--- config.mk ---
export PLATFORM = sky130hd
export DESIGN_NAME = integer_to_roman_numeral
export DESIGN_NICKNAME = d
export VERILOG_FILES = /design/src/itrn_pkg.sv /design/src/itrn_seq.sv /design/src/itrn_dp.sv /design/src/integer_to_roman_numeral.sv
export SDC_FILE = /design/constraint.sdc
export NUM_CORES = 1
export LEC_CHECK = 0
export ABC_AREA = 1
export BUFFER_PORTS_ARGS = -buffer_cell sky130_fd_sc_hd__buf_4
export CORE_MARGIN = 2
export CORE_UTILIZATION = 45
export CTS_CLUSTER_DIAMETER = 50
export DETAILED_ROUTE_END_ITERATION = 10
export PLACE_DENSITY_LB_ADDON = 0.25
export RECOVER_POWER = 50
export SLEW_MARGIN = 0
export SYNTH_ARGS = -nofsm -noshare
export SYNTH_HDL_FRONTEND = slang
export SYNTH_SLANG_ARGS = --single-unit
--- constraint.sdc ---
create_clock -name clk -period 11.8 [get_ports clk]
set_clock_uncertainty 0.1 [all_clocks]
set_input_delay 0.59 -clock clk [delete_from_list [all_inputs] [get_ports clk]]
set_output_delay 0.59 -clock clk [all_outputs]
set_load 0.005 [all_outputs]
--- src/itrn_pkg.sv ---
// ----------------------------------------------------------------------------
// itrn_pkg
// shared types and constants for the integer to roman numeral converter
// ----------------------------------------------------------------------------
package itrn_pkg;

  localparam int VALUE_W  = 12;
  localparam int SYMBOL_W = 7;
  localparam int STATUS_W = 2;
  localparam int UPC_W    = 3;

  localparam logic [VALUE_W-1:0] MAX_VALUE = 12'd3999;

  localparam logic [STATUS_W-1:0] ST_CHAR = 2'd0;
  localparam logic [STATUS_W-1:0] ST_ZERO = 2'd1;
  localparam logic [STATUS_W-1:0] ST_OVER = 2'd2;

  localparam logic [SYMBOL_W-1:0] CH_NONE = 7'd0;
  localparam logic [SYMBOL_W-1:0] CH_I    = 7'd73;
  localparam logic [SYMBOL_W-1:0] CH_V    = 7'd86;
  localparam logic [SYMBOL_W-1:0] CH_X    = 7'd88;
  localparam logic [SYMBOL_W-1:0] CH_L    = 7'd76;
  localparam logic [SYMBOL_W-1:0] CH_C    = 7'd67;
  localparam logic [SYMBOL_W-1:0] CH_D    = 7'd68;
  localparam logic [SYMBOL_W-1:0] CH_M    = 7'd77;

  typedef enum logic [2:0] {
    OP_LOAD,
    OP_NONE,
    OP_DIGIT,
    OP_EMIT,
    OP_REPORT
  } op_t;

  typedef enum logic [2:0] {
    C_ALWAYS,
    C_ACCEPT,
    C_BAD,
    C_DIG_ZERO,
    C_PAT_MORE,
    C_REM_ZERO
  } csel_t;

  typedef struct packed {
    op_t              op;
    csel_t            cond;
    logic [UPC_W-1:0] tgt_t;
    logic [UPC_W-1:0] tgt_f;
  } ucw_t;

  typedef struct packed {
    op_t  op;
    logic go;
  } ctl_t;

  typedef struct packed {
    logic accept;
    logic bad;
    logic dig_zero;
    logic pat_more;
    logic rem_zero;
    logic emit_ok;
  } flags_t;

endpackage

--- src/itrn_seq.sv ---
// ----------------------------------------------------------------------------
// itrn_seq
// microcode sequencer: control store, step counter and branch select
// ----------------------------------------------------------------------------
module itrn_seq (
  input  logic            clk,
  input  logic            rst_n,
  input  itrn_pkg::flags_t flags,
  output itrn_pkg::ctl_t   ctl
);
  import itrn_pkg::*;

  localparam logic [UPC_W-1:0] S_WAIT   = 3'd0;
  localparam logic [UPC_W-1:0] S_CHECK  = 3'd1;
  localparam logic [UPC_W-1:0] S_DIGIT  = 3'd2;
  localparam logic [UPC_W-1:0] S_EMIT   = 3'd3;
  localparam logic [UPC_W-1:0] S_SKIP   = 3'd4;
  localparam logic [UPC_W-1:0] S_REPORT = 3'd5;

  function automatic ucw_t rom(input logic [UPC_W-1:0] addr);
    ucw_t w;
    unique case (addr)
      S_WAIT:   w = '{op: OP_LOAD,   cond: C_ACCEPT,   tgt_t: S_CHECK,  tgt_f: S_WAIT};
      S_CHECK:  w = '{op: OP_NONE,   cond: C_BAD,      tgt_t: S_REPORT, tgt_f: S_DIGIT};
      S_DIGIT:  w = '{op: OP_DIGIT,  cond: C_DIG_ZERO, tgt_t: S_SKIP,   tgt_f: S_EMIT};
      S_EMIT:   w = '{op: OP_EMIT,   cond: C_PAT_MORE, tgt_t: S_EMIT,   tgt_f: S_DIGIT};
      S_SKIP:   w = '{op: OP_NONE,   cond: C_REM_ZERO, tgt_t: S_WAIT,   tgt_f: S_DIGIT};
      S_REPORT: w = '{op: OP_REPORT, cond: C_ALWAYS,   tgt_t: S_WAIT,   tgt_f: S_WAIT};
      default:  w = '{op: OP_NONE,   cond: C_ALWAYS,   tgt_t: S_WAIT,   tgt_f: S_WAIT};
    endcase
    return w;
  endfunction

  logic [UPC_W-1:0] upc_r;
  logic [UPC_W-1:0] upc_nxt;
  ucw_t             ucw;
  logic             take;
  logic             go;

  assign ucw = rom(upc_r);

  always_comb begin
    unique case (ucw.cond)
      C_ALWAYS:   take = 1'b1;
      C_ACCEPT:   take = flags.accept;
      C_BAD:      take = flags.bad;
      C_DIG_ZERO: take = flags.dig_zero;
      C_PAT_MORE: take = flags.pat_more;
      C_REM_ZERO: take = flags.rem_zero;
      default:    take = 1'b1;
    endcase
  end

  // output steps wait for room in the output register
  assign go      = (ucw.op == OP_EMIT || ucw.op == OP_REPORT) ? flags.emit_ok : 1'b1;
  assign upc_nxt = go ? (take ? ucw.tgt_t : ucw.tgt_f) : upc_r;

  assign ctl.op = ucw.op;
  assign ctl.go = go;

  always_ff @(posedge clk) begin
    if (!rst_n) begin
      upc_r <= S_WAIT;
    end else begin
      upc_r <= upc_nxt;
    end
  end

  a_hold_blocked: assert property (@(posedge clk) disable iff (!rst_n)
    ((ucw.op == OP_EMIT || ucw.op == OP_REPORT) && !flags.emit_ok) |=> $stable(upc_r))
    else $error("step advanced while output blocked");

  a_accept_check: assert property (@(posedge clk) disable iff (!rst_n)
    flags.accept |=> (upc_r == S_CHECK))
    else $error("accepted item did not reach range check");

  a_accept_wait: assert property (@(posedge clk) disable iff (!rst_n)
    flags.accept |-> (upc_r == S_WAIT))
    else $error("item accepted outside wait step");

endmodule

--- src/itrn_dp.sv ---
// ----------------------------------------------------------------------------
// itrn_dp
// datapath: digit split by place, letter pattern lookup, output register
// ----------------------------------------------------------------------------
module itrn_dp (
  input  logic                             clk,
  input  logic                             rst_n,
  input  itrn_pkg::ctl_t                   ctl,
  output itrn_pkg::flags_t                 flags,
  input  logic                             in_valid,
  output logic                             in_stall,
  input  logic [itrn_pkg::VALUE_W-1:0]     in_value,
  output logic                             out_valid,
  input  logic                             out_stall,
  output logic [itrn_pkg::SYMBOL_W-1:0]    out_symbol,
  output logic                             out_last,
  output logic [itrn_pkg::STATUS_W-1:0]    out_status
);
  import itrn_pkg::*;

  localparam logic [1:0] PAT_UNIT = 2'd0;
  localparam logic [1:0] PAT_FIVE = 2'd1;
  localparam logic [1:0] PAT_NEXT = 2'd2;

  function automatic logic [2:0] pat_len(input logic [3:0] d);
    logic [2:0] n;
    unique case (d)
      4'd1, 4'd5:        n = 3'd1;
      4'd2, 4'd4, 4'd6,
      4'd9:              n = 3'd2;
      4'd3, 4'd7:        n = 3'd3;
      4'd8:              n = 3'd4;
      default:           n = 3'd0;
    endcase
    return n;
  endfunction

  function automatic logic [1:0] pat_off(input logic [3:0] d, input logic [1:0] pos);
    logic [1:0] o;
    unique case (d)
      4'd4:              o = (pos == 2'd0) ? PAT_UNIT : PAT_FIVE;
      4'd5:              o = PAT_FIVE;
      4'd6, 4'd7, 4'd8:  o = (pos == 2'd0) ? PAT_FIVE : PAT_UNIT;
      4'd9:              o = (pos == 2'd0) ? PAT_UNIT : PAT_NEXT;
      default:           o = PAT_UNIT;
    endcase
    return o;
  endfunction

  function automatic logic [SYMBOL_W-1:0] letter(input logic [3:0] idx);
    logic [SYMBOL_W-1:0] c;
    unique case (idx)
      4'd0:              c = CH_I;
      4'd1:              c = CH_V;
      4'd2:              c = CH_X;
      4'd3:              c = CH_L;
      4'd4:              c = CH_C;
      4'd5:              c = CH_D;
      4'd6, 4'd7, 4'd8:  c = CH_M;
      default:           c = CH_NONE;
    endcase
    return c;
  endfunction

  logic [VALUE_W-1:0]  rem_r;
  logic [1:0]          place_r;
  logic [1:0]          dplace_r;
  logic [3:0]          digit_r;
  logic [1:0]          pos_r;
  logic                bad_r;
  logic                zero_r;
  logic                out_valid_r;
  logic [SYMBOL_W-1:0] out_symbol_r;
  logic                out_last_r;
  logic [STATUS_W-1:0] out_status_r;

  logic                accept;
  logic [9:0]          pw;
  logic [13:0]         thr;
  logic [3:0]          dig;
  logic [VALUE_W-1:0]  sub;
  logic [2:0]          len;
  logic                pat_more;
  logic [3:0]          idx;
  logic [SYMBOL_W-1:0] sym;
  logic                emit_fire;

  assign in_stall = (ctl.op != OP_LOAD);
  assign accept   = in_valid && !in_stall;

  always_comb begin
    unique case (place_r)
      2'd0:    pw = 10'd1;
      2'd1:    pw = 10'd10;
      2'd2:    pw = 10'd100;
      default: pw = 10'd1000;
    endcase
  end

  // thresholds rise with k, so the last one met gives the digit
  always_comb begin
    dig = 4'd0;
    sub = '0;
    thr = '0;
    for (int k = 1; k <= 9; k++) begin
      thr = 14'(k) * {4'd0, pw};
      if ({2'd0, rem_r} >= thr) begin
        dig = 4'(k);
        sub = thr[VALUE_W-1:0];
      end
    end
  end

  assign len      = pat_len(digit_r);
  assign pat_more = ({1'b0, pos_r} + 3'd1) < len;
  assign idx      = {1'b0, dplace_r, 1'b0} + {2'd0, pat_off(digit_r, pos_r)};
  assign sym      = letter(idx);

  assign emit_fire = ctl.go && (ctl.op == OP_EMIT || ctl.op == OP_REPORT);

  assign flags.accept   = accept;
  assign flags.bad      = bad_r;
  assign flags.dig_zero = (dig == 4'd0);
  assign flags.pat_more = pat_more;
  assign flags.rem_zero = (rem_r == '0);
  assign flags.emit_ok  = !out_valid_r || !out_stall;

  always_ff @(posedge clk) begin
    if (accept) begin
      rem_r   <= in_value;
      place_r <= 2'd3;
      zero_r  <= (in_value == '0);
      bad_r   <= (in_value == '0) || (in_value > MAX_VALUE);
    end else if (ctl.go && ctl.op == OP_DIGIT) begin
      rem_r    <= rem_r - sub;
      digit_r  <= dig;
      dplace_r <= place_r;
      place_r  <= place_r - 2'd1;
      pos_r    <= 2'd0;
    end else if (emit_fire && ctl.op == OP_EMIT) begin
      pos_r <= pos_r + 2'd1;
    end
  end

  always_ff @(posedge clk) begin
    if (!rst_n) begin
      out_valid_r <= 1'b0;
    end else if (emit_fire) begin
      out_valid_r <= 1'b1;
    end else if (!out_stall) begin
      out_valid_r <= 1'b0;
    end
  end

  always_ff @(posedge clk) begin
    if (emit_fire) begin
      if (ctl.op == OP_EMIT) begin
        out_symbol_r <= sym;
        out_last_r   <= !pat_more && (rem_r == '0);
        out_status_r <= ST_CHAR;
      end else begin
        out_symbol_r <= CH_NONE;
        out_last_r   <= 1'b1;
        out_status_r <= zero_r ? ST_ZERO : ST_OVER;
      end
    end
  end

  assign out_valid  = out_valid_r;
  assign out_symbol = out_symbol_r;
  assign out_last   = out_last_r;
  assign out_status = out_status_r;

  a_status_item: assert property (@(posedge clk) disable iff (!rst_n)
    (out_valid_r && out_status_r != ST_CHAR) |-> (out_last_r && out_symbol_r == CH_NONE))
    else $error("status item carries a letter or lacks last");

  a_busy_after_accept: assert property (@(posedge clk) disable iff (!rst_n)
    accept |=> in_stall)
    else $error("second item taken while converting");

  a_letter_code: assert property (@(posedge clk) disable iff (!rst_n)
    (out_valid_r && out_status_r == ST_CHAR) |->
      (out_symbol_r == CH_I || out_symbol_r == CH_V || out_symbol_r == CH_X ||
       out_symbol_r == CH_L || out_symbol_r == CH_C || out_symbol_r == CH_D ||
       out_symbol_r == CH_M))
    else $error("character item is not a numeral letter");

endmodule

--- src/integer_to_roman_numeral.sv ---
// ----------------------------------------------------------------------------
// integer_to_roman_numeral
// converts a 12-bit unsigned value to its subtractive roman numeral in ascii
// ----------------------------------------------------------------------------
// Each input item is one value; the block answers with one output item per
// numeral letter, most significant first, with last set on the final letter.
// Zero answers with a single item of status 1 and values above 3999 with a
// single item of status 2, both with symbol 0. One item is converted at a
// time: a six-step microcode program checks the range, then walks the
// decimal places, splitting off each digit, emitting each letter in its own
// step once the output register has room, passing a zero place through the
// skip step, and ending when the remainder is empty; zero and out-of-range
// values go to the report step. 3888 (MMMDCCCLXXXVIII) has the longest
// numeral. The next item is taken once the program is back in its wait step;
// a finished letter can sit in the output register meanwhile.
// ----------------------------------------------------------------------------
module integer_to_roman_numeral (
  input  logic                          clk,
  input  logic                          rst_n,
  input  logic                          in_valid,
  output logic                          in_stall,
  input  logic [itrn_pkg::VALUE_W-1:0]  in_value,
  output logic                          out_valid,
  input  logic                          out_stall,
  output logic [itrn_pkg::SYMBOL_W-1:0] out_symbol,
  output logic                          out_last,
  output logic [itrn_pkg::STATUS_W-1:0] out_status
);
  import itrn_pkg::*;

  ctl_t   ctl;
  flags_t flags;

  itrn_seq u_seq (
    .clk   (clk),
    .rst_n (rst_n),
    .flags (flags),
    .ctl   (ctl)
  );

  itrn_dp u_dp (
    .clk        (clk),
    .rst_n      (rst_n),
    .ctl        (ctl),
    .flags      (flags),
    .in_valid   (in_valid),
    .in_stall   (in_stall),
    .in_value   (in_value),
    .out_valid  (out_valid),
    .out_stall  (out_stall),
    .out_symbol (out_symbol),
    .out_last   (out_last),
    .out_status (out_status)
  );

endmodule

==> results of run 1 <==
## worst reg2reg max path, delay by kind of cell, from the launching register on
family / cells / cell delay [ns]
flops: 1 / 0.38
compound gates: 10 / 1.13
fa+ha+maj: 6 / 2.44
simple gates: 11 / 1.46
buf+inv: 4 / 0.97
xor+xnor: 1 / 0.26
## cell families after synthesis
family                   after synthesis  share of synthesized area
adder cells (fa/ha/maj)               92                      0.220
AO/OA/AOI/OAI                        154                      0.170
XOR/XNOR                               7                     0.0116
AND/OR/NAND/NOR                      335                      0.292
buffers and inverters                126                     0.0951
other                                  1                   0.000707
flip-flops                            40                      0.209
multiplexers                           1                    0.00189
## flip-flops by register name (all words and copies together) (netlist names)
register,cells
u_dp.out_status,2
u_dp.dplace_r,2
u_dp.digit_r,4
u_dp.rem_r,12
u_dp.place_r,2
u_seq.upc_r,3
u_dp.out_last,1
u_dp.len,3
u_dp.out_valid,1
u_dp.pos_r,2
u_dp.bad_r,1
u_dp.out_symbol,6
u_dp.zero_r,1
## path summary, 6_finish.rpt
path | from | end | slack [ns] | depth (start not counted)
worst max-delay path | u_dp.place_r[0]$_SDFFE_PP1P_ | u_dp.rem_r[10]$_DFFE_PP_ | 4.88 | 32
worst max register to register | u_dp.place_r[0]$_SDFFE_PP1P_ | u_dp.rem_r[10]$_DFFE_PP_ | 4.88 | 32
worst min-delay path | rst_n | u_seq.upc_r[2]$_SDFFE_PN0P_ | 0.45 | 3
worst min register to register | u_dp.zero_r$_DFFE_PP_ | u_dp.out_status[1]$_SDFFCE_PN0P_ | 0.46 | 1
## routing by layer
layer  wire, um  track usage  vias to the layer above
li1           -            -                     2610
met1       7710        0.370                     2462
met2       7760        0.449                      204
met3       1090       0.0410                       37
met4        359       0.0707                        0
met5          0            0                        -
## through the flow
stage          setup slack, ns  hold slack, ns
5_1_grt                   4.37           0.451
2_1_floorplan             6.58           0.430
6_report                  4.88           0.449
4_1_cts                   5.01           0.440
3_3_place_gp              5.15           0.438
3_5_place_dp              5.09           0.451
## placed cells by master (no fill, tap or decap), types with 3 or more instances in the layout
cell type  synthesis  layout
nand2_1          162     162
inv_1            104     104
ha_1              90      90
nor2_1            60      60
a21oi_1           60      60
nand3_1           36      36
o21ai_0           35      35
edfxtp_1          31      31
o21ai_1           18      18
nor3_1            16      16
buf_4              2      14
nand4_1           13      13
nand2_2           11      11
clkbuf_4           0      11
inv_2              9       9
dfxtp_1            9       9
nand3_2            8       8
nor4_1             8       8
o221ai_1           7       7
nor2_2             5       5
o211ai_1           5       5
o21bai_1           5       5
clkbuf_16          0       5
a21o_1             4       4
xnor2_1            4       4
a31oi_1            3       3
xor2_1             3       3
or2_2              3       3
nand3b_1           3       3
bufinv_16          0       3
## cell type report
class	instances	area (um^2)
Clock inverter	3	90.1
Inverter	116	440
Tap cell	143	179
Sequential cell	40	1110
Fill cell	1159	5640
Clock buffer	5	125
Multi-Input combinational cell	590	3690
Timing Repair Buffer	26	191
==> metrics.txt, run 1 <==
gp weighted congestion 0.985; max_cap viols 0; Synth top cells by count nand2_1 (162), inv_1 (104), ha_1 (90); synthesized area per cell 7.02 um^2; max frequency 145 MHz; crit path DAT 6.95 ns; critical path class reg -> reg; placed inst area 5610 um^2; Worst path max stage delay 0.69 ns; fraction of layout cells with a size suffix above 1 0.101; Post-Route Setup TNS 0 ns; CP max FO 11; post-DP HPWL 13500 um; via count 5313; TritonCTS Buffers 5; largest net degree at the start of global routing 23; Die Y 113 um; DRC violations left 0; Detailed Routing Iterations Pass 1 7; number of routed nets with antenna violations 0; Hold WC Path Type in -> reg; Worst-Margin Slew 0.941 ns; Ant. Diodes 0; post-synthesis sequential area ratio 0.209; port buffer count 26; Clock transition at path regs 0.06 ns; CTS tree built; cell repeated most along the worst path nand2_1; RSZ-0062 raised after global routing false; CTS H-Tree Depth 2; Unique masters post-synth 55; Synthesized Nets 864; CP endpoint kind flip-flop; clock tree buffer depth 2; global-route wire length before repair 27300 um; most area-consuming cells after synthesis ha_1 (21%), edfxtp_1 (18%), nand2_1 (11%), inv_1 (7.4%), a21oi_1 (5.7%); DR WL/cell 18.3 um; Critical Path RT 11.83 ns; CP Launch Type flip-flop; CTS sink count 40; Vias/cell 5.76; initial antenna violation count 0; cell taking the most area after synthesis ha_1; final setup vio count 0; Final Hold Viols 0; Initial Util 0.463; cts hold-fix bufs 0; Mapped Cells 756; Final nets 887; Post-Layout Cell Count 923; crit-path leading delay family adder cells; DRT Wirelength 16900 um; row cnt 39; Die W 113 um; number of global-route vias before repair 5234; gr usage total 0.271; crit share post-route 0.586; worst rel slew slack 0.368; Slowest cell on crit path ha_1; placed cell count 915; Synth Warn # 0; Mapped Area 5300 um^2; final core area utilization 0.508; core area 11500 um^2; gr ovfl total 0; Synth top area share 0.212; Post CTS Setup Buffer Count 0; area grow syn2layout 9.84%; flops & latches, synth 40; DRT iter0 DRCs 485; post-cts sizing count 0; FFs w/ async S/R, synth 0; Period minus WS final 6.92 ns; # IOs 28; CTS root buf clkbuf_16; final instance area 5830 um^2; most frequent cell after synthesis nand2_1; final number of max-transition violations 0; status finished clean; EDFF count, synth 31; Buf+Inv Stages, Crit Path 4; worst-skew pair later-pin latency 0.28 ns; Die ar. 12700 um^2; Synth Flop Type edfxtp_1
Power of run 1 is not shown: default switching activity piles up to over one toggle a cycle in this logic, so the estimate is an artifact.
==> run 2, diff against run 1 <==
==> constraint.sdc (replaced) <==
create_clock -name clk -period 6.55 [get_ports clk]
set_clock_uncertainty 0.1 [all_clocks]
set_input_delay 0.3275 -clock clk [delete_from_list [all_inputs] [get_ports clk]]
set_output_delay 0.3275 -clock clk [all_outputs]
set_load 0.005 [all_outputs]
==> run 2 against run 1 <==
  * Register-to-register slack worse by 4.3 ns
  * Die area unchanged
  * Global-route usage grew 1.3 points
  * Non-clock buffer count grew 9
  * Cell count rose by 0.98%
  * Design area up 0.37%
==> metrics.txt, run 2 (synthesized netlist as in run 1, its figures left out) <==
Worst path max stage delay 0.43 ns (-0.26 ns); DRT Wirelength 17600 um (+4.0%); Die Y 113 um (unchanged); Final Hold Viols 0 (unchanged); max reg flops 12 (unchanged); Critical Path RT 6.58 ns (-5.25 ns); status finished clean; Initial Util 0.463 (unchanged); Biggest register u_dp.rem_r; Post-Route Setup TNS 0 ns (unchanged); placed inst area 5680 um^2 (+1.2%); number of routed nets with antenna violations 0 (unchanged); crit share post-route 0.918 (+0.332); post-cts sizing count 0 (unchanged); crit path DAT 6.05 ns (-0.90 ns); max frequency 166 MHz (+15%); fraction of layout cells with a size suffix above 1 0.112 (+0.0103); final instance area 5850 um^2 (+0.37%); Period minus WS final 6.02 ns (-0.903 ns); critical path class reg -> reg; most frequent cells in the layout nand2_1 (162), inv_1 (104), ha_1 (89); commonest non-fill, non-tap cell in the layout nand2_1; cell repeated most along the worst path nand2_1; R2R Path Start u_dp.place_r[0]$_SDFFE_PP1P_; row cnt 39 (unchanged); gp weighted congestion 0.967 (-1.8%); area grow syn2layout 10.2%; CP Launch Type flip-flop; # IOs 28 (unchanged); worst-skew pair later-pin latency 0.29 ns (about the same); TritonCTS Buffers 5 (unchanged); number of global-route vias before repair 5320 (+1.6%); Ant. Diodes 0 (unchanged); clock tree buffer depth 2 (unchanged); final setup vio count 0 (unchanged); DRT iter0 DRCs 458 (-5.6%); Reg2Reg Depth 32 (unchanged); Slowest cell on crit path ha_2; largest net degree at the start of global routing 23 (unchanged); global-route wire length before repair 28200 um (+3.5%); Worst-Margin Slew 0.852 ns (-0.0898 ns); CTS H-Tree Depth 2 (unchanged); Hold WC Path Type in -> reg; WHS 0.161 ns (-0.288 ns); R2R setup slack 0.53 ns (-4.35 ns); placed cell count 924 (+0.98%); gr ovfl total 0 (unchanged); Vias/cell 5.77 (+0.19%); Die ar. 12700 um^2 (unchanged); Post-Layout Cell Count 932 (+0.98%); CTS sink count 40 (unchanged); Worst Hold Launch rst_n; DRC violations left 0 (unchanged); CP endpoint kind flip-flop; post-DP HPWL 14200 um (+5.1%); CTS root buf clkbuf_16; CTS tree built; Critical Path End u_dp.rem_r[10]$_DFFE_PP_; Clock transition at path regs 0.06 ns (about the same); Reg-to-Reg End u_dp.rem_r[10]$_DFFE_PP_; gr usage total 0.284 (+0.0131); Worst Setup SP u_dp.place_r[0]$_SDFFE_PP1P_; Filler Cell Count 1121 (-3.3%); Detailed Routing Iterations Pass 1 7 (unchanged); cts hold-fix bufs 0 (unchanged); final number of max-transition violations 0 (unchanged); DR WL/cell 18.9 um (+3.0%); Post CTS Setup Buffer Count 0 (unchanged); port buffer count 26 (unchanged); via count 5375 (+1.2%); worst rel slew slack 0.428 (+0.0603); CP max FO 11 (unchanged); Die W 113 um (unchanged); initial antenna violation count 0 (unchanged); Final nets 896 (+1.0%); RSZ-0062 raised after global routing false; core area 11500 um^2 (unchanged); max_cap viols 0 (unchanged)
==> run 2: cell types whose count changed in the layout (fill, tap and decap cells not counted), sizes merged <==
cell and delta:
bufinv -2, clkinv +2, buf +9
==> run 2: worst min-delay path by stage <==
| stage | endpoint | slack (ns) | depth (start not counted) |
|---|---|---|---|
| finish | u_seq.upc_r[0]$_SDFFE_PN0P_ | 0.16 | 3 |
| global route | u_seq.upc_r[0]$_SDFFE_PN0P_ | 0.17 | 3 |
| CTS | u_seq.upc_r[0]$_SDFFE_PN0P_ | 0.16 | 3 |
| detailed placement | u_seq.upc_r[0]$_SDFFE_PN0P_ | 0.45 | 3 |
| global placement | u_dp.out_status[1]$_SDFFCE_PN0P_ | 0.44 | 1 |
| floorplan | u_seq.upc_r[0]$_SDFFE_PN0P_ | 0.33 | 2 |
==> run 2: final cells by class <==
type	instances	area (um^2)	share of cell area
inverter	116	440	0.0753
clock buffer	5	125	0.0214
timing repair buffer	35	263	0.0449
tap	143	179	0.0306
clock inverter	3	37.5	0.00642
multi-input combinational	590	3690	0.631
sequential	40	1110	0.190
==> run 2: stage by stage <==
step / utilization / setup WS, ns
floorplan: - / 1.33
global placement: 0.495 / 0.765
detailed placement: 0.495 / 0.503
CTS: 0.510 / 0.502
global route: 0.510 / 0.0727
finish: 0.510 / 0.534
==> run 2: layer usage <==
metal | wire length (um) | global-route usage | vias to the layer above
li1 | - | - | 2635
met5 | 0 | 0 | -
met2 | 8090 | 0.467 | 191
met3 | 1080 | 0.0302 | 25
met1 | 8100 | 0.398 | 2524
met4 | 330 | 0.0748 | 0
==> run 2: critical path: cells and delay by family, from the launching register on <==
family | cells | cell delay (ns)
DFF | 1 | 0.39
xor gates and xnor gates | 1 | 0.23
adders and majority gates | 6 | 2.07
and+or+nand+nor | 11 | 1.18
AOI/OAI and AO/OA | 10 | 1.16
buffers and inverters | 4 | 0.73
Power of run 2 is left out for the same reason.
==> run 3, diff against run 2 <==
--- a/config.mk
+++ b/config.mk
@@ -7,8 +7,10 @@
 export LEC_CHECK = 0
 export ABC_AREA = 1
 export BUFFER_PORTS_ARGS = -buffer_cell sky130_fd_sc_hd__buf_4
+export CELL_PAD_IN_SITES_DETAIL_PLACEMENT = 0
+export CELL_PAD_IN_SITES_GLOBAL_PLACEMENT = 1
 export CORE_MARGIN = 2
-export CORE_UTILIZATION = 45
+export CORE_UTILIZATION = 46
 export CTS_CLUSTER_DIAMETER = 50
 export DETAILED_ROUTE_END_ITERATION = 10
 export PLACE_DENSITY_LB_ADDON = 0.25
==> run 3 against run 2 <==
  * First-iteration DRC count fell by 5.7%
  * Wire length down 5.7%
  * Core utilization increased by 0.77 points
  * Clock-buffer cell count unchanged
  * Die area down 2.1%
  * Hold slack better by 0.0025 ns
  * Critical endpoint unchanged
  * Highest routed layer unchanged
==> metrics.txt, run 3 (synthesized netlist as in run 1, its figures left out) <==
port buffer count 26 (unchanged); worst-skew pair later-pin latency 0.29 ns (about the same); crit path DAT 6.03 ns (-0.02 ns); gr usage total 0.274 (-0.0107); critical path class reg -> reg; global-route wire length before repair 27000 um (-4.4%); cell repeated most along the worst path nand2_1; area grow syn2layout 10.5%; Period minus WS final 6.00 ns (-0.0190 ns); Worst path max stage delay 0.47 ns (+0.04 ns); number of routed nets with antenna violations 0 (unchanged); largest net degree at the start of global routing 23 (unchanged); Worst-Margin Slew 0.903 ns (+0.0517 ns); Buf+Inv Stages, Crit Path 5 (+1); final number of max-transition violations 0 (unchanged); DRT Wirelength 16600 um (-5.7%); post-DP HPWL 13100 um (-7.4%); CTS root buf clkbuf_16; fraction of layout cells with a size suffix above 1 0.115 (+0.00380); Slowest cell on crit path dfxtp_1; clock tree buffer depth 2 (unchanged); Hold WC Path Type in -> reg; crit share post-route 0.916 (-0.00289); CP max FO 11 (unchanged); commonest non-fill, non-tap cell in the layout nand2_1; crit-path leading delay family adder cells; most frequent cells in the layout nand2_1 (162), inv_1 (103), ha_1 (90); Final nets 896 (unchanged); core area 11300 um^2 (-1.3%); Detailed Routing Iterations Pass 1 5 (-2); Clock transition at path regs 0.06 ns (about the same); Multi-input gate area 3690 um^2 (about the same); Register Area 1110 um^2 (+0.11%); Die ar. 12400 um^2 (-2.1%); worst rel slew slack 0.393 (-0.0348); R2R Path Start u_dp.place_r[1]$_SDFFE_PP1P_; row cnt 39 (unchanged); Biggest register u_dp.rem_r; CP endpoint kind flip-flop; Ant. Diodes 0 (unchanged); Vias/cell 5.71 (-0.97%); Post-Route Setup TNS 0 ns (unchanged); max_cap viols 0 (unchanged); CTS tree built; pre-CTS WS 0.509 ns (+0.00674 ns); via count 5323 (-0.97%); Initial Util 0.469 (+0.00598); TritonCTS Buffers 5 (unchanged); Final Hold Viols 0 (unchanged); final setup margin 0.553 ns (+0.0190 ns); R2R setup slack 0.55 ns (+0.02 ns); max frequency 167 MHz (+0.32%); max reg flops 12 (unchanged); number of cells on the critical path 33 (+3.1%); initial antenna violation count 0 (unchanged); final setup vio count 0 (unchanged); Filler Cell Count 1105 (-1.4%); DRT iter0 DRCs 432 (-5.7%); gp weighted congestion 0.967 (about the same); Worst Hold Launch rst_n; CP Launch Type flip-flop; Reg-to-Reg End u_dp.rem_r[10]$_DFFE_PP_; DRC violations left 0 (unchanged); Reg2Reg Depth 33 (+3.1%); number of global-route vias before repair 5194 (-2.4%); Die Y 111 um (-1.1%); DR WL/cell 17.8 um (-5.7%); CTS sink count 40 (unchanged); RSZ-0062 raised after global routing false; Critical Path RT 6.59 ns (about the same); Die W 111 um (-1.1%); CTS H-Tree Depth 2 (unchanged); gr ovfl total 0 (unchanged); Critical Path End u_dp.rem_r[10]$_DFFE_PP_; Worst Setup SP u_dp.place_r[1]$_SDFFE_PP1P_; # IOs 28 (unchanged); status finished clean
-- run 3: layer usage --
| metal | track usage | share of wire |
|---|---|---|
| met1 | 0.388 | 0.46 |
| met4 | 0.0782 | 0.025 |
| met3 | 0.0430 | 0.081 |
| met2 | 0.433 | 0.44 |
| met5 | 0 | 0 |
-- run 3: worst reg2reg max path, delay by kind of cell (launching register included) --
family          cells  cell delay (ns)
buf+inv             5             0.78
flops               1             0.47
xor+xnor            1             0.24
simple gates       11             1.14
fa+ha+maj           6             2.00
compound gates     10             1.10
-- run 3: stage by stage --
stage	cell area, um^2	std cells	hold slack [ns]	util
floorplan	5300	756	0.325	-
global placement	5670	923	0.454	0.501
detailed placement	5670	923	0.454	0.501
CTS	5850	931	0.156	0.516
global route	5860	932	0.184	0.518
finish	5860	932	0.164	0.518
-- run 3: how the worst min path moves through the flow --
stage,to,slack [ns],cells past startpoint
floorplan,u_seq.upc_r[0]$_SDFFE_PN0P_,0.33,2
global placement,u_seq.upc_r[2]$_SDFFE_PN0P_,0.45,3
detailed placement,u_seq.upc_r[2]$_SDFFE_PN0P_,0.45,3
global route,u_seq.upc_r[2]$_SDFFE_PN0P_,0.18,3
CTS,u_seq.upc_r[2]$_SDFFE_PN0P_,0.16,3
finish,u_seq.upc_r[2]$_SDFFE_PN0P_,0.16,3
-- run 3: area by class of cell --
type                    count  share of cell area
clock buffers               5              0.0214
well taps                 143              0.0305
multi-input cells         590               0.630
flip-flops and latches     40               0.190
clock inverters             3             0.00811
inverters                 116              0.0758
repair buffers             35              0.0448
-- run 3: what timing repair did --
item / CTS / global route
endpoints found under the setup margin: 0 / 1
resized for setup: 0 / 2
buffers inserted: 0 / 1
hold buffers: 0 / 0
Power of run 3 is left out for the same reason.
